### src/rtl/core/tac_pkg.sv
// Shared types and constants for the touchscreen averaging and calibration block.
`default_nettype none

package tac_pkg;

  // Running sum width of one axis run
  localparam int SUM_W = 16;

  // Configuration register indexes
  typedef enum logic [7:0] {
    REG_X_MIN = 8'd0,
    REG_X_MAX = 8'd1,
    REG_Y_MIN = 8'd2,
    REG_Y_MAX = 8'd3
  } cfg_reg_t;

  // Sequencer states
  typedef enum logic [2:0] {
    ST_IDLE,
    ST_AVG,
    ST_MUL,
    ST_MAP_GO,
    ST_MAP_WAIT,
    ST_EMIT
  } tac_state_t;

endpackage

`default_nettype wire

### src/rtl/core/tac_div.sv
// Shared bit-serial restoring divider, one quotient bit per cycle.
`default_nettype none

module tac_div #(
  parameter int NUM_W = 21,
  parameter int DEN_W = 12
) (
  input  wire logic             clk,
  input  wire logic             rst,
  input  wire logic             start,
  input  wire logic [NUM_W-1:0] num,
  input  wire logic [DEN_W-1:0] den,
  output logic                  done,
  output logic [NUM_W-1:0]      quot
);

  localparam int CNT_W = $clog2(NUM_W + 1);

  logic             busy;
  logic [CNT_W-1:0] step_cnt;
  logic [DEN_W-1:0] den_r;
  logic [DEN_W-1:0] rem;
  logic [DEN_W:0]   rem_sh;
  logic [DEN_W:0]   rem_sub;
  logic             q_bit;

  // Shift in the next dividend bit and trial-subtract the divisor
  always_comb begin
    rem_sh  = {rem, quot[NUM_W-1]};
    rem_sub = rem_sh - {1'b0, den_r};
    q_bit   = (rem_sh >= {1'b0, den_r});
  end

  // Control: count the steps, pulse done after the last one
  always_ff @(posedge clk) begin
    if (rst) begin
      busy     <= 1'b0;
      done     <= 1'b0;
      step_cnt <= '0;
    end else begin
      done <= 1'b0;
      if (start) begin
        busy     <= 1'b1;
        step_cnt <= CNT_W'(NUM_W);
      end else if (busy) begin
        step_cnt <= step_cnt - 1'b1;
        if (step_cnt == CNT_W'(1)) begin
          busy <= 1'b0;
          done <= 1'b1;
        end
      end
    end
  end

  // Datapath: quotient shifts in from the dividend register
  always_ff @(posedge clk) begin
    if (start) begin
      quot  <= num;
      den_r <= den;
      rem   <= '0;
    end else if (busy) begin
      quot <= {quot[NUM_W-2:0], q_bit};
      rem  <= q_bit ? rem_sub[DEN_W-1:0] : rem_sh[DEN_W-1:0];
    end
  end

endmodule

`default_nettype wire

### src/rtl/core/touch_average_and_calibrate.sv
// Touchscreen sample averaging and calibration to pixel coordinates.
// Samples arrive as beats on s_*: SAMPLES_PER_AXIS X readings, then as many Y
// readings. A sample that does not close a run leaves the input ready for the
// next one. At a run end the 16-bit sum goes through a reciprocal multiply that
// gives the exact truncated average. The Y run end then maps both axes on the
// shared serial divider, (avg - min) * size / (max - min) truncated toward
// zero and clamped, first X and then Y, and the input is not ready again until
// the result is loaded. The quotient is NUM_W bits wide, with
// NUM_W = ADC_BITS + clog2(max(SCREEN_WIDTH, SCREEN_HEIGHT) + 1),
// and the divider gives one quotient bit per cycle. One result beat on m_*
// carries both coordinates and waits in an output register until taken; a
// result still waiting holds the next Y run end in its emit step. Calibration
// is written through cfg_*, and the user must do so only while the block is
// idle; the block itself does not enforce this.
`default_nettype none

module touch_average_and_calibrate
  import tac_pkg::*;
#(
  parameter int SAMPLES_PER_AXIS = 10,
  parameter int SCREEN_WIDTH     = 320,
  parameter int SCREEN_HEIGHT    = 240,
  parameter int ADC_BITS         = 12
) (
  input  wire logic                clk,
  input  wire logic                rst,
  // Sample stream
  input  wire logic                s_tvalid,
  output logic                     s_tready,
  input  wire logic [15:0]         s_tdata,   // [11:0] adc_sample
  // Result stream
  output logic                     m_tvalid,
  input  wire logic                m_tready,
  output logic [23:0]              m_tdata,   // [8:0] pos_x, [16:9] pos_y
  // Calibration writes
  input  wire logic                cfg_valid,
  output logic                     cfg_ready,
  input  wire logic [7:0]          cfg_addr,
  input  wire logic [ADC_BITS-1:0] cfg_data
);

  localparam int SZ_MAX = (SCREEN_WIDTH > SCREEN_HEIGHT) ? SCREEN_WIDTH : SCREEN_HEIGHT;
  localparam int SZ_W   = $clog2(SZ_MAX + 1);
  localparam int PROD_W = ADC_BITS + SZ_W;
  localparam int NUM_W  = PROD_W;
  localparam int CNT_W  = $clog2(SAMPLES_PER_AXIS + 1);
  localparam logic [SUM_W-1:0] ADC_MASK = SUM_W'((32'd1 << ADC_BITS) - 32'd1);
  // Reciprocal of the run length, exact for every 16-bit sum
  localparam int AVG_SH     = SUM_W + $clog2(SAMPLES_PER_AXIS);
  localparam int RECIP_W    = SUM_W + 1;
  localparam int AVG_PROD_W = AVG_SH + SUM_W + 1;
  localparam logic [RECIP_W-1:0] AVG_RECIP =
    RECIP_W'(((64'd1 << AVG_SH) + SAMPLES_PER_AXIS - 1) / SAMPLES_PER_AXIS);

  tac_state_t state, state_next;

  // Calibration registers
  logic [ADC_BITS-1:0] x_cal_min, x_cal_max, y_cal_min, y_cal_max;

  // Run accumulation
  logic [SUM_W-1:0] sample_sum;
  logic [SUM_W-1:0] sample_masked;
  logic [SUM_W-1:0] sum_inc;
  logic [CNT_W-1:0] sample_count;
  logic [CNT_W-1:0] count_inc;
  logic             run_end;
  logic             measuring_y;
  logic [ADC_BITS-1:0] held_x_average;
  logic [ADC_BITS-1:0] y_average;
  logic [AVG_PROD_W-1:0] avg_prod;
  logic [ADC_BITS-1:0]   run_average;

  // Mapping datapath
  logic                axis_y;
  logic [ADC_BITS-1:0] avg_sel, lo_sel, hi_sel;
  logic [SZ_W-1:0]     size_sel;
  logic [ADC_BITS:0]   diff, diff_neg, span, span_neg;
  logic [ADC_BITS-1:0] diff_mag, span_mag;
  logic [PROD_W-1:0]   prod;
  logic [NUM_W-1:0]    map_prod;
  logic [ADC_BITS-1:0] map_den;
  logic                map_neg;
  logic                map_zero;
  logic [NUM_W-1:0]    lim;
  logic [NUM_W-1:0]    coord;
  logic [8:0]          pos_x;
  logic [7:0]          pos_y;

  // Divider hookup
  logic                div_start;
  logic [NUM_W-1:0]    div_num;
  logic [ADC_BITS-1:0] div_den;
  logic                div_done;
  logic [NUM_W-1:0]    div_quot;

  logic emit_load;

  tac_div #(
    .NUM_W (NUM_W),
    .DEN_W (ADC_BITS)
  ) u_div (
    .clk   (clk),
    .rst   (rst),
    .start (div_start),
    .num   (div_num),
    .den   (div_den),
    .done  (div_done),
    .quot  (div_quot)
  );

  // Accept every calibration write at once
  assign cfg_ready = 1'b1;

  always_ff @(posedge clk) begin
    if (rst) begin
      x_cal_min <= '0;
      x_cal_max <= ADC_BITS'(4095);
      y_cal_min <= '0;
      y_cal_max <= ADC_BITS'(4095);
    end else if (cfg_valid && cfg_ready) begin
      case (cfg_addr)
        REG_X_MIN: x_cal_min <= cfg_data;
        REG_X_MAX: x_cal_max <= cfg_data;
        REG_Y_MIN: y_cal_min <= cfg_data;
        REG_Y_MAX: y_cal_max <= cfg_data;
        default:   ;
      endcase
    end
  end

  // Sample accumulation terms
  always_comb begin
    sample_masked = {4'b0000, s_tdata[11:0]} & ADC_MASK;
    sum_inc       = sample_sum + sample_masked;
    count_inc     = sample_count + 1'b1;
    run_end       = (count_inc == CNT_W'(SAMPLES_PER_AXIS));
  end

  // Average of the closed run: multiply by the reciprocal and drop the fraction
  always_comb begin
    avg_prod    = AVG_PROD_W'(sample_sum) * AVG_PROD_W'(AVG_RECIP);
    run_average = avg_prod[AVG_SH +: ADC_BITS];
  end

  // Select the axis being mapped and form its offset and span
  always_comb begin
    avg_sel  = axis_y ? y_average : held_x_average;
    lo_sel   = axis_y ? y_cal_min : x_cal_min;
    hi_sel   = axis_y ? y_cal_max : x_cal_max;
    size_sel = axis_y ? SZ_W'(SCREEN_HEIGHT) : SZ_W'(SCREEN_WIDTH);
    lim      = axis_y ? NUM_W'(SCREEN_HEIGHT - 1) : NUM_W'(SCREEN_WIDTH - 1);
    diff     = {1'b0, avg_sel} - {1'b0, lo_sel};
    span     = {1'b0, hi_sel} - {1'b0, lo_sel};
    diff_neg = -diff;
    span_neg = -span;
    diff_mag = diff[ADC_BITS] ? diff_neg[ADC_BITS-1:0] : diff[ADC_BITS-1:0];
    span_mag = span[ADC_BITS] ? span_neg[ADC_BITS-1:0] : span[ADC_BITS-1:0];
    prod     = PROD_W'(diff_mag) * PROD_W'(size_sel);
  end

  // Clamp the quotient; opposite signs or an empty span give zero
  always_comb begin
    if (map_zero || map_neg) begin
      coord = '0;
    end else if (div_quot > lim) begin
      coord = lim;
    end else begin
      coord = div_quot;
    end
  end

  // Next state
  always_comb begin
    state_next = state;
    case (state)
      ST_IDLE: begin
        if (s_tvalid && run_end) state_next = ST_AVG;
      end
      ST_AVG:    state_next = measuring_y ? ST_MUL : ST_IDLE;
      ST_MUL:    state_next = ST_MAP_GO;
      ST_MAP_GO: state_next = ST_MAP_WAIT;
      ST_MAP_WAIT: begin
        if (div_done) state_next = axis_y ? ST_EMIT : ST_MUL;
      end
      ST_EMIT: begin
        if (!m_tvalid || m_tready) state_next = ST_IDLE;
      end
      default: state_next = ST_IDLE;
    endcase
  end

  // Sequencer outputs
  always_comb begin
    s_tready  = 1'b0;
    div_start = 1'b0;
    div_num   = map_prod;
    div_den   = map_den;
    emit_load = 1'b0;
    case (state)
      ST_IDLE:   s_tready = 1'b1;
      ST_MAP_GO: div_start = 1'b1;
      ST_EMIT:   emit_load = !m_tvalid || m_tready;
      default:   ;
    endcase
  end

  always_ff @(posedge clk) begin
    if (rst) begin
      state <= ST_IDLE;
    end else begin
      state <= state_next;
    end
  end

  // Run control: sum, count and axis flag
  always_ff @(posedge clk) begin
    if (rst) begin
      sample_sum   <= '0;
      sample_count <= '0;
      measuring_y  <= 1'b0;
      axis_y       <= 1'b0;
    end else begin
      if (s_tvalid && s_tready) begin
        sample_sum   <= sum_inc;
        sample_count <= run_end ? '0 : count_inc;
      end
      if (state == ST_AVG) begin
        sample_sum  <= '0;
        measuring_y <= !measuring_y;
        axis_y      <= 1'b0;
      end
      if (state == ST_MAP_WAIT && div_done) begin
        axis_y <= 1'b1;
      end
    end
  end

  // Hold averages, mapping operands and coordinates
  always_ff @(posedge clk) begin
    if (state == ST_AVG) begin
      if (measuring_y) begin
        y_average <= run_average;
      end else begin
        held_x_average <= run_average;
      end
    end
    if (state == ST_MUL) begin
      map_prod <= NUM_W'(prod);
      map_den  <= span_mag;
      map_neg  <= diff[ADC_BITS] ^ span[ADC_BITS];
      map_zero <= (span == '0);
    end
    if (state == ST_MAP_WAIT && div_done) begin
      if (axis_y) begin
        pos_y <= coord[7:0];
      end else begin
        pos_x <= coord[8:0];
      end
    end
  end

  // Output register: load the result, drop valid once taken
  always_ff @(posedge clk) begin
    if (rst) begin
      m_tvalid <= 1'b0;
    end else if (emit_load) begin
      m_tvalid <= 1'b1;
    end else if (m_tready) begin
      m_tvalid <= 1'b0;
    end
  end

  always_ff @(posedge clk) begin
    if (emit_load) begin
      m_tdata <= {7'b0000000, pos_y, pos_x};
    end
  end

  // The divider reports completion only while the sequencer waits for it
  assert property (@(posedge clk) disable iff (rst)
    div_done |-> (state == ST_MAP_WAIT))
    else $error("divider done outside a wait state");

  // The run count never reaches the run length
  assert property (@(posedge clk) disable iff (rst)
    sample_count < CNT_W'(SAMPLES_PER_AXIS))
    else $error("sample count out of range");

  // A result loaded in the emit state shows up on the output next cycle
  assert property (@(posedge clk) disable iff (rst)
    (state == ST_EMIT && (!m_tvalid || m_tready)) |=> (m_tvalid && state == ST_IDLE))
    else $error("result not presented after emit");

endmodule

`default_nettype wire

### config.mk
export PLATFORM = sky130hd
export DESIGN_NAME = touch_average_and_calibrate
export DESIGN_NICKNAME = d
export VERILOG_FILES = /design/src/rtl/core/tac_pkg.sv /design/src/rtl/core/tac_div.sv /design/src/rtl/core/touch_average_and_calibrate.sv
export SDC_FILE = /design/constraint.sdc
export NUM_CORES = 1
export LEC_CHECK = 0
export BUFFER_PORTS_ARGS = -buffer_cell sky130_fd_sc_hd__buf_2
export CORE_UTILIZATION = 50
export DETAILED_ROUTE_END_ITERATION = 8
export PLACE_DENSITY = 0.67
export SLEW_MARGIN = 25
export SYNTH_ARGS = -nofsm -noshare
export SYNTH_HDL_FRONTEND = slang
export SYNTH_SLANG_ARGS = --single-unit
### constraint.sdc
create_clock -name clk -period 7.2 [get_ports clk]
set_clock_uncertainty 0.1 [all_clocks]
set_input_delay 1.08 -clock clk [delete_from_list [all_inputs] [get_ports clk]]
set_output_delay 1.08 -clock clk [all_outputs]
set_load 0.05 [all_outputs]
[Word level (Yosys, flattened, before mapping)]
Cells that the tools add are included.
Word-level totals
  bits in registers: 219
  bits of input ports: 41
  output and inout port bits: 27
Operators by class
  add/subtract/negate cells: 8
  multipliers: 2
  $lt $le $gt $ge: 2
  eq/ne operators: 13
  mux-type cells: 32
  bitwise operators: 4
  reductions and logical operators: 25
Operators with widths (count)
  $mux W12: 6
  $mux W21: 2
  $mul A16 B16 Y31 const B: 1
  $mux W9: 3
  $sub A12 B12 Y13: 2
  $neg A12 Y12: 2
  $gt A21 B9 Y1: 1
  $mul A12 B9 Y21: 1
  $pmux W3 S6: 1
  $add A16 B12 Y16: 1
  $eq A8 B2 Y1 const B: 2
  $reduce_and A2 Y1: 8
  $ge A13 B12 Y1: 1
  $logic_not A13 Y1: 1
  $mux W3: 4
  $sub A12 B12 Y12: 1
  $mux W1: 11
  $mux W5: 2
  $eq A8 B1 Y1 const B: 1
  $logic_not A8 Y1: 1
  $mux W8: 1
  $eq A3 B2 Y1 const B: 2
  $eq A3 B3 Y1 const B: 2
  $reduce_bool A2 Y1: 3
  18 further kinds: 26

[Longest topological paths before layout]
  depth after elaboration: 5
  depth in mapped cells: 30
  gate-level depth less buffers: 27

[By module]
Synthesis repeated with hierarchy kept, for this count alone.
Unflattened totals
  cells, all modules: 1658
  area total of the unflattened synthesis: 17219.0 µm²
Modules (own cells, without submodules)
  touch_average_and_calibrate: times used 1, cells an instance 1404, area an instance 14356.3 µm², seq. area each 4154.0 µm²
  tac_div: times used 1, cells an instance 254, area an instance 2862.7 µm², seq. area each 1371.3 µm²

[Worst setup path before layout]
Ideal clock, no wire load.
  path type: flip-flop to flip-flop
  from: register axis_y
  to: register map_prod[20], in the netlist div_num[20], data pin
  library setup time: 0.260 ns
  arrival: 6.718 ns
  slack: 0.122 ns
  stages on the path, launching flop included: 31
  path buffers: 3
  period minus slack after synthesis: 7.078 ns
  cells stage by stage: dfxtp_1 -> clkbuf_1 -> clkbuf_1 -> mux2i_1 -> ha_1 -> inv_1 -> fa_1 -> a211o_1 -> a21boi_2 -> nor4_1 -> o22ai_1 -> clkbuf_1 -> nor2_1 -> a21oi_1 -> mux2i_1 -> ha_1 -> inv_1 -> fa_1 -> fa_1 -> inv_1 -> ha_1 -> ha_1 -> fa_1 -> a21o_1 -> a21oi_1 -> nor2b_1 -> o21a_1 -> o311a_1 -> nor2_1 -> a21oi_1 -> xnor2_1
Between the ends
  word-level cells in the longest chain between the ends: 5
  elaborated cells on any way between the ends: 7
Ends and longest elaborated chain
  start: declaration: line touch_average_and_calibrate.sv:74  | logic axis_y;
  start signal: assignment: line touch_average_and_calibrate.sv:221  | axis_y <= 1'b0;
  start signal: assignment: line touch_average_and_calibrate.sv:230  | axis_y <= 1'b0;
  start signal: assignment: line touch_average_and_calibrate.sv:233  | axis_y <= 1'b1;
  $mux W12 (on tied branches): line touch_average_and_calibrate.sv:147, touch_average_and_calibrate.sv:148
  $sub A12 B12 Y13: line touch_average_and_calibrate.sv:152  | diff = {1'b0, avg_sel} - {1'b0, lo_sel};
  $neg A12 Y12: line touch_average_and_calibrate.sv:154  | diff_neg = -diff;
  $mux W12: line touch_average_and_calibrate.sv:156  | diff_mag = diff[ADC_BITS] ? diff_neg[ADC_BITS-1:0] : diff[ADC_BITS-1:0];
  $mul A12 B9 Y21 (*): line touch_average_and_calibrate.sv:158  | prod = PROD_W'(diff_mag) * PROD_W'(size_sel);
  net prod[20]: line touch_average_and_calibrate.sv:79  | logic [PROD_W-1:0] prod;
  end signal: assignment: line touch_average_and_calibrate.sv:248  | map_prod <= NUM_W'(prod);
  end: declaration: line touch_average_and_calibrate.sv:80  | logic [NUM_W-1:0] map_prod;
Mark *: on every way through the listed nets, which the timed path passes. The rest lies on a longest branch.
A chain may end at the register's enable or synchronous reset.

[Worst setup path in the final report]
Same ends and word-level chain as after synthesis.

==> results.ini <==
[power_and_ir_drop]
finalPower_uw=4040
ir_drop_mv=0.158
p_per_area_nw_per_um2=216
p_leak_uw=0.00845

[critical_path]
crit_path_end_kind=register
cp_top_family=adder cells
reg2reg_from=axis_y
timing.rr.end=div_num[20]
crit_start=axis_y
crit_buf_inv=5
worst_path_largest_cell_delay_ps=540
slowest_stage=fa_1
critPathArrivalTime_ps=6970
start_kind=register
reg2reg_depth=28
cp_max_fo=9
crit_type=register to register
crit_required_ps=7350
regToRegSetupSlack_ps=380

[final_layout]
layout_commonest_cell=ha_1
finalNonFillerCells=2260
syn_to_final_growth_pct=9.70
final_cell_mix=ha_1 (237), nand2_1 (224), inv_1 (211)
fin_nets=2179
diodes=0
n_fill_cell=2995
drive_above_1_share_pct=10.0
fin_util_pct=55.8

[sta]
tightest_slew_ps=1040
maxSlewViolCount=0
finalCriticalPeriod_ps=6820
hold_viol=0
relSlewSlack_pct=30.3
fin_crit_sh_pct=94.7
fmax_ghz=0.147
finalSetupViolations=0

[hold_path]
whs_path_depth=0
holdPathEnd=m_tdata[8]
worstHoldStart=pos_x[8]
hp-class=register to register

[yosys]
syn-instance-count=1740
ys_ff_latch=215
yosysWarnings=0
yosysTopAreaCellShare_pct=21.5
syn_avg_cell_area_sq_um=9.81
synthArstFlopShare_pct=0
synth.area.top_cells=edfxtp_1 (21%), ha_1 (17%), fa_1 (12%)
synth_edf_count=122
synthFlopType=edfxtp_1
syn_area_sq_um=17100
ys_seq_area_share_pct=32.4
ys_types=74
yosysTopAreaCell=edfxtp_1

[cts]
cts-root-buf=clkbuf_16
cts_buffer_depth=3
insertion_delay_ps=510
numCtsBuffers=23
cts_max_level=1
cts_tree=built
cts_sinks=215
clkSlewWorstSetupHoldPaths_ps=60

[drt]
post_drt_wl_per_cell_microns=15.3
totalWireLength_microns=34600
ant_nets=0
drt_iter0_drc=624
via_per_inst=5.37
vias=12100
firstDrtPassIters=5
drc=0

[placed_design]
dpl.hpwl_microns=27500
io_buffers=55
dp_cells=2215
place_congestion=0.920

[die]
row_count=67
pin_count=68
start_util_pct=50.9
die-area_sq_um=34900
die_h_microns=187
die_w_microns=187
core_area_sq_um=33500

[flow_run]
maxCapViolCount=0

[global_route]
grt_max_degree=67
grt_pass1_vias=12000
grt_usage_pct=20.4
antenna_found_initial=0
grt_overflow_total=0
grt_pass1_wl_microns=58700

[run_status]
status=finished clean

[report_power, final]
group          switching, uW  total [uW]  internal (uW)
Sequential              35.3        1380           1340
Clock                    478        1240            758
Combinational            825        1430            605
[cell usage after synthesis, drive strengths merged, types with 37 or more instances]
library cell  number
ha               237
nand2            224
inv              211
edfxtp           122
fa               106
a21oi             98
dfxtp             93
nor2              93
xnor2             58
o21ai             46
nor3              44
clkbuf            37
[metrics by stage]
| step | setup TNS (ps) | setup WS (ps) | area, sq um | hold slack [ps] |
|---|---|---|---|---|
| 2_1_floorplan | 0 | 122 | 17100 | 300 |
| 3_3_place_gp | 0 | 295 | 17900 | 301 |
| 3_5_place_dp | 0 | 248 | 17900 | 305 |
| 4_1_cts | 0 | 210 | 18700 | 318 |
| 5_1_grt | -10.9 | -10.9 | 18700 | 324 |
| 6_report | 0 | 379 | 18700 | 317 |
[routing by layer]
metal / global-route usage (%) / vias up / wire length, microns
li1: - / 6090 / -
met1: 26.6 / 5800 / 15800
met2: 36.1 / 187 / 16900
met3: 2.28 / 49 / 1180
met4: 4.67 / 0 / 736
met5: 0 / - / 0
[final cells by class]
| class | count | area [sq um] | area share, % |
|---|---|---|---|
| inverter | 211 | 792 | 4.23 |
| multi-input combinational | 1264 | 10600 | 56.4 |
| clock inverter | 10 | 129 | 0.688 |
| sequential | 215 | 5530 | 29.5 |
| clock buffer | 32 | 671 | 3.58 |
| timing repair buffer | 80 | 475 | 2.54 |
| tap | 448 | 561 | 2.99 |
[worst reg2reg max path: cells and delay by family (launching register included)]
kind	cells	cell delay, ps
compound gates	8	1750
xor+xnor	2	360
fa+ha+maj	8	2890
buf+inv	5	400
flops	1	430
mux	1	240
simple gates	4	380
[how the worst max path moves through the flow]
stage / end / slack [ps] / cells past startpoint
2_1_floorplan: div_num[20] / 120 / 30
5_1_grt: div_num[20] / -10 / 28
3_3_place_gp: div_num[20] / 290 / 29
3_5_place_dp: div_num[20] / 250 / 29
6_report: div_num[20] / 380 / 28
4_1_cts: div_num[20] / 210 / 29
[sequential cells by signal (all words and copies together), names as in the netlist, 16 cells and up]
register,count
u_div.quot,21
m_tdata,17
div_num,17
sample_sum,16
[cells by family after synthesis]
logic type	synth area share (%)
xor+xnor	4.21
flops	32.4
mux	3.34
other cells	0.0440
compound gates	10.0
simple gates	14.1
buf+inv	6.11
fa+ha+maj	29.8
[what timing repair did]
| item | in CTS | in global routing |
|---|---|---|
| hold buffers | 0 | 0 |
| setup endpoints to repair | 0 | 4 |
| setup buffers | 0 | 3 |
| endpoints found under the hold margin | 0 | 0 |
| resized for setup | 0 | 8 |
No activity file was read; power rests on OpenSTA's default activity.
